**src/rtl/core/fwsa_pkg.sv**
```systemverilog
// Shared types and constants for the four wheel steering angle block.
// Used by the divider cell, the CORDIC cell and the top level; no dependencies.
package fwsa_pkg;

  localparam int SPEED_W = 16;               // magnitude of speed / turn rate
  localparam int NUM_W   = 42;               // |v| * radius constant
  localparam int CW      = 45;               // CORDIC x/y datapath
  localparam int ACC_W   = 32;               // angle accumulator
  localparam int REG_W   = 12;
  localparam int ANG_W   = 15;
  localparam logic [25:0] RADIUS_K = 26'd37549362;
  localparam logic [13:0] ANGLE_MAX = 14'd9000;

  localparam logic [1:0] REG_HALF_LENGTH = 2'd0;
  localparam logic [1:0] REG_HALF_WIDTH  = 2'd1;

  // One cell of the long divider: running remainder, numerator/quotient word.
  typedef struct packed {
    logic [SPEED_W-1:0] aw;
    logic [SPEED_W-1:0] rem;
    logic [NUM_W-1:0]   nq;
  } div_t;

  typedef struct packed {
    logic signed [CW-1:0]    x;
    logic signed [CW-1:0]    y;
    logic signed [ACC_W-1:0] acc;
  } cord_t;

  // Per-word control carried beside the datapath.
  typedef struct packed {
    logic valid;
    logic zero_w;
    logic opp;
    logic zp;
    logic np;
    logic zq;
    logic nq;
  } side_t;

  // round(atan(2^-i) * 18000/pi * 2^16)
  function automatic logic signed [ACC_W-1:0] atan_const(input int i);
    logic signed [ACC_W-1:0] t;
    case (i)
      0: t = 32'sd294912000;  1: t = 32'sd174096719;  2: t = 32'sd91987925;
      3: t = 32'sd46694507;   4: t = 32'sd23437865;   5: t = 32'sd11730358;
      6: t = 32'sd5866610;    7: t = 32'sd2933484;    8: t = 32'sd1466764;
      9: t = 32'sd733385;     10: t = 32'sd366693;    11: t = 32'sd183346;
      12: t = 32'sd91673;     13: t = 32'sd45837;     14: t = 32'sd22918;
      15: t = 32'sd11459;     16: t = 32'sd5730;      17: t = 32'sd2865;
      18: t = 32'sd1432;      19: t = 32'sd716;       20: t = 32'sd358;
      21: t = 32'sd179;       22: t = 32'sd90;        23: t = 32'sd45;
      24: t = 32'sd22;        25: t = 32'sd11;        26: t = 32'sd6;
      27: t = 32'sd3;         28: t = 32'sd1;         29: t = 32'sd1;
      default: t = '0;
    endcase
    return t;
  endfunction

endpackage

```
**src/rtl/core/fwsa_cordic_cell.sv**
```systemverilog
// One CORDIC vectoring cell: rotates toward y = 0 by atan(2^-STEP).
// Depends on fwsa_pkg.
module fwsa_cordic_cell import fwsa_pkg::*; #(
  parameter int STEP = 0
) (
  input  logic  clk,
  input  logic  en,
  input  cord_t a,
  output cord_t b
);

  logic signed [CW-1:0] dx;
  logic signed [CW-1:0] dy;
  cord_t                b_next;

  always_comb begin
    dx = a.y >>> STEP;
    dy = a.x >>> STEP;
    if (!a.y[CW-1]) begin
      b_next.x   = a.x + dx;
      b_next.y   = a.y - dy;
      b_next.acc = a.acc + atan_const(STEP);
    end else begin
      b_next.x   = a.x - dx;
      b_next.y   = a.y + dy;
      b_next.acc = a.acc - atan_const(STEP);
    end
  end

  always_ff @(posedge clk) begin
    if (en) begin
      b <= b_next;
    end
  end

endmodule

```
**config.mk**
```make
export PLATFORM = sky130hd
export DESIGN_NAME = fwsa_cordic_cell
export DESIGN_NICKNAME = d
export VERILOG_FILES = /design/src/rtl/core/fwsa_pkg.sv /design/src/rtl/core/fwsa_cordic_cell.sv
export SDC_FILE = /design/constraint.sdc
export NUM_CORES = 1
export LEC_CHECK = 0
export ABC_AREA = 0
export BUFFER_PORTS_ARGS = -buffer_cell sky130_fd_sc_hd__buf_2
export CAP_MARGIN = 10
export CORE_MARGIN = 8
export CORE_UTILIZATION = 52
export DETAILED_ROUTE_END_ITERATION = 12
export PLACE_DENSITY = 0.89
export SYNTH_ARGS = -nofsm -noshare
export SYNTH_HDL_FRONTEND = slang
export SYNTH_SLANG_ARGS = --single-unit
```
**constraint.sdc**
```tcl
create_clock -name clk -period 2.9 [get_ports clk]
set_input_delay 0.29 -clock clk [delete_from_list [all_inputs] [get_ports clk]]
set_output_delay 0.29 -clock clk [all_outputs]
set_load 0.005 [all_outputs]
```
==> flow_metrics.tcl <==
set metrics [dict create \
    status "finished, violations left" \
    violations "negative setup slack" \
    via_count 13900 \
    numCtsBuffers 17 \
    dieArea_um2 29000 \
    slew_viol_final 0 \
    min_period_ps 2990 \
    syn_avg_cell_area_um2 8.42 \
    register_area_um2 3630 \
    chipHeight_um 170 \
    synth_area_um2 12400 \
    overflow 0 \
    synth_area_leaders "edfxtp_1, ha_1, a21oi_1, xnor2_1, inv_1" \
    cp_slowest_cell "a2111oi_4" \
    worstPathBufferInverterCount 4 \
    start_util_pct 52.9 \
    cts_sinks 121 \
    nNetsFinal 2333 \
    yosysUniqueCellTypes 69 \
    fillCellCount 1692 \
    drt_iter0_drc 1624 \
    cap_violations 0 \
    antenna_found_initial 0 \
    cts_tree "built" \
    cp.required_ps 3080 \
    die_w_um 170 \
    rows 56 \
    setup_viol 5 \
    syn_inst 1470 \
    cts_buffer_depth 2 \
    routed_wl_mm 50.0 \
    top_register "b" \
    critPathTopFamily "compound AO/OA/AOI/OAI gates" \
    finalCritPeriodShare_pct 103 \
    ir_worst_vdd_mv 0.328 \
    cp_cell_sequence "buf_2, inv_1, ha_1, inv_1, buf_4, o31ai_2, o21ai_4, o21ai_2, a221o_1, a31o_1, a221o_1, a2111oi_4, a221oi_2, xor2_1" \
    layout_setup_ws_ps -91.6 \
    drc_errors 0 \
    cp-startpoint "a[38]" \
    largest_reg_flops 121 \
    crit_fanout 4 \
    multiInputGateArea_um2 8600 \
    end_kind "flip-flop" \
    wl_per_cell_um 21.0 \
    syn-num-nets 1758 \
    ys_top_cells_by_count "a21oi_1, ha_1, inv_1" \
    diodes 0 \
    drtAntennaViolNets 0 \
    power_density_nw_per_um2 448 \
    core-area_um2 23400 \
    crit_path_max_incr_delay_ps 450 \
    place_area_um2 16500 \
    grt_pass1_wl_mm 74.8 \
    reg.largest.list "b: 121 flops" \
    worstMarginPinSlew_ps 743 \
    setup_tns_ps -270 \
    yosysTopAreaCellShare_pct 29.4 \
    grt_pass1_vias 13900 \
    gp_congestion 1.04 \
    synth_edf_count 121 \
    fmax_mhz 334 \
    yosysWarnings 0 \
    portBuffers 245 \
    fin_util_pct 76.7 \
    pre_cts_ws_ps -769 \
    post-route-cell-area_um2 17900 \
    hpwlAfterDp_mm 39.4 \
    synth_top_flop_cell "edfxtp_1" \
    postSynth.asyncResetShare_pct 0 \
    hold_class "primary input to flip-flop" \
    worstHoldStart "a[16]" \
    dr.pass1.iters 6 \
    h-tree-depth 4 \
    arrival_ps 3170 \
    grt.total_usage_pct 32.5 \
    ios 246 \
    cp-start-kind "primary input" \
    grt_max_degree 122 \
    hold_viol 0 \
    maxSlewHeadroom_pct 50.5 \
    drive_gt1_share_pct 37.7 \
    rsz0062_at_grt "yes" \
    root_buffer "clkbuf_16" \
    synth_seq_cells 121 \
    seq_area_frac_synth_pct 29.4 \
    yosys.cell_count.top_type "a21oi_1" \
    vias_per_cell 5.85 \
    clk_pin_slew_ps 70 \
    power.leakage_nw 8.34 \
    synth_top_cell_by_area "edfxtp_1" \
    syn_to_final_growth_pct 44.9 \
    setup.worst_path.class "primary input to flip-flop" \
]
placed cells by master (no fill, tap or decap), types with 21 or more instances in the layout:
cell / netlist / final
a21oi_1: 185 / 169
buf_2: 10 / 235
buf_4: 1 / 367
edfxtp_1: 121 / 121
ha_1: 160 / 136
ha_4: 0 / 21
inv_1: 158 / 145
mux2i_1: 23 / 23
nand2_1: 89 / 89
nand3_1: 22 / 22
nor2_1: 122 / 117
nor3_1: 25 / 24
o21ai_0: 108 / 94
o21bai_1: 37 / 37
xnor2_1: 91 / 91
report_power, final:
part / internal (mW) / switching (mW) / total (mW)
Sequential: 2.30 / 0.0923 / 2.39
Combinational: 1.57 / 1.90 / 3.47
Clock: 1.15 / 1.03 / 2.18
final timing paths:
check,slack (ps),end,cells past startpoint
hold / removal,30,b[16],1
setup / recovery,-90,b[121],14
layer usage:
metal / GRT usage (%) / up-vias / wire, um
li1: - / 6384 / -
met1: 39.9 / 6463 / 19500
met2: 55.6 / 902 / 23800
met3: 4.96 / 168 / 4390
met4: 14.7 / 0 / 2340
met5: 0 / - / 0
layout make-up:
class                   count  area share, %
inverters                 160           3.38
well taps                 319           2.22
clock inverters            15          0.830
repair buffers            619           23.0
multi-input cells        1126           47.9
clock buffers              17           2.37
flip-flops and latches    121           20.3
stage by stage:
step | cells | hold WS (ps) | total power, mW
after CTS | 2368 | 22.5 | 7.82
after floorplan | 1470 | 389 | 3.96
after global routing | 2377 | 17.3 | 8.33
final | 2377 | 25.2 | 8.03
after detailed placement | 2320 | 468 | 5.58
after global placement | 2320 | 467 | 5.50
cells by family after synthesis:
| family | Yosys count | share of synthesized area (%) |
|---|---|---|
| AO/OA/AOI/OAI | 485 | 24.5 |
| AND/OR/NAND/NOR | 353 | 13.4 |
| adder cells (fa/ha/maj) | 164 | 16.8 |
| multiplexers | 27 | 2.22 |
| flip-flops | 121 | 29.4 |
| XOR/XNOR | 97 | 6.86 |
| buffers and inverters | 223 | 6.89 |
what timing repair did:
item,4_1_cts,5_1_grt
hold buffers,0,0
pin swaps,25,48
gates resized for setup,46,94
cloned,0,0
setup buffers,17,11
endpoints found under the setup margin,26,38
No activity file was read; power rests on OpenSTA's default activity.
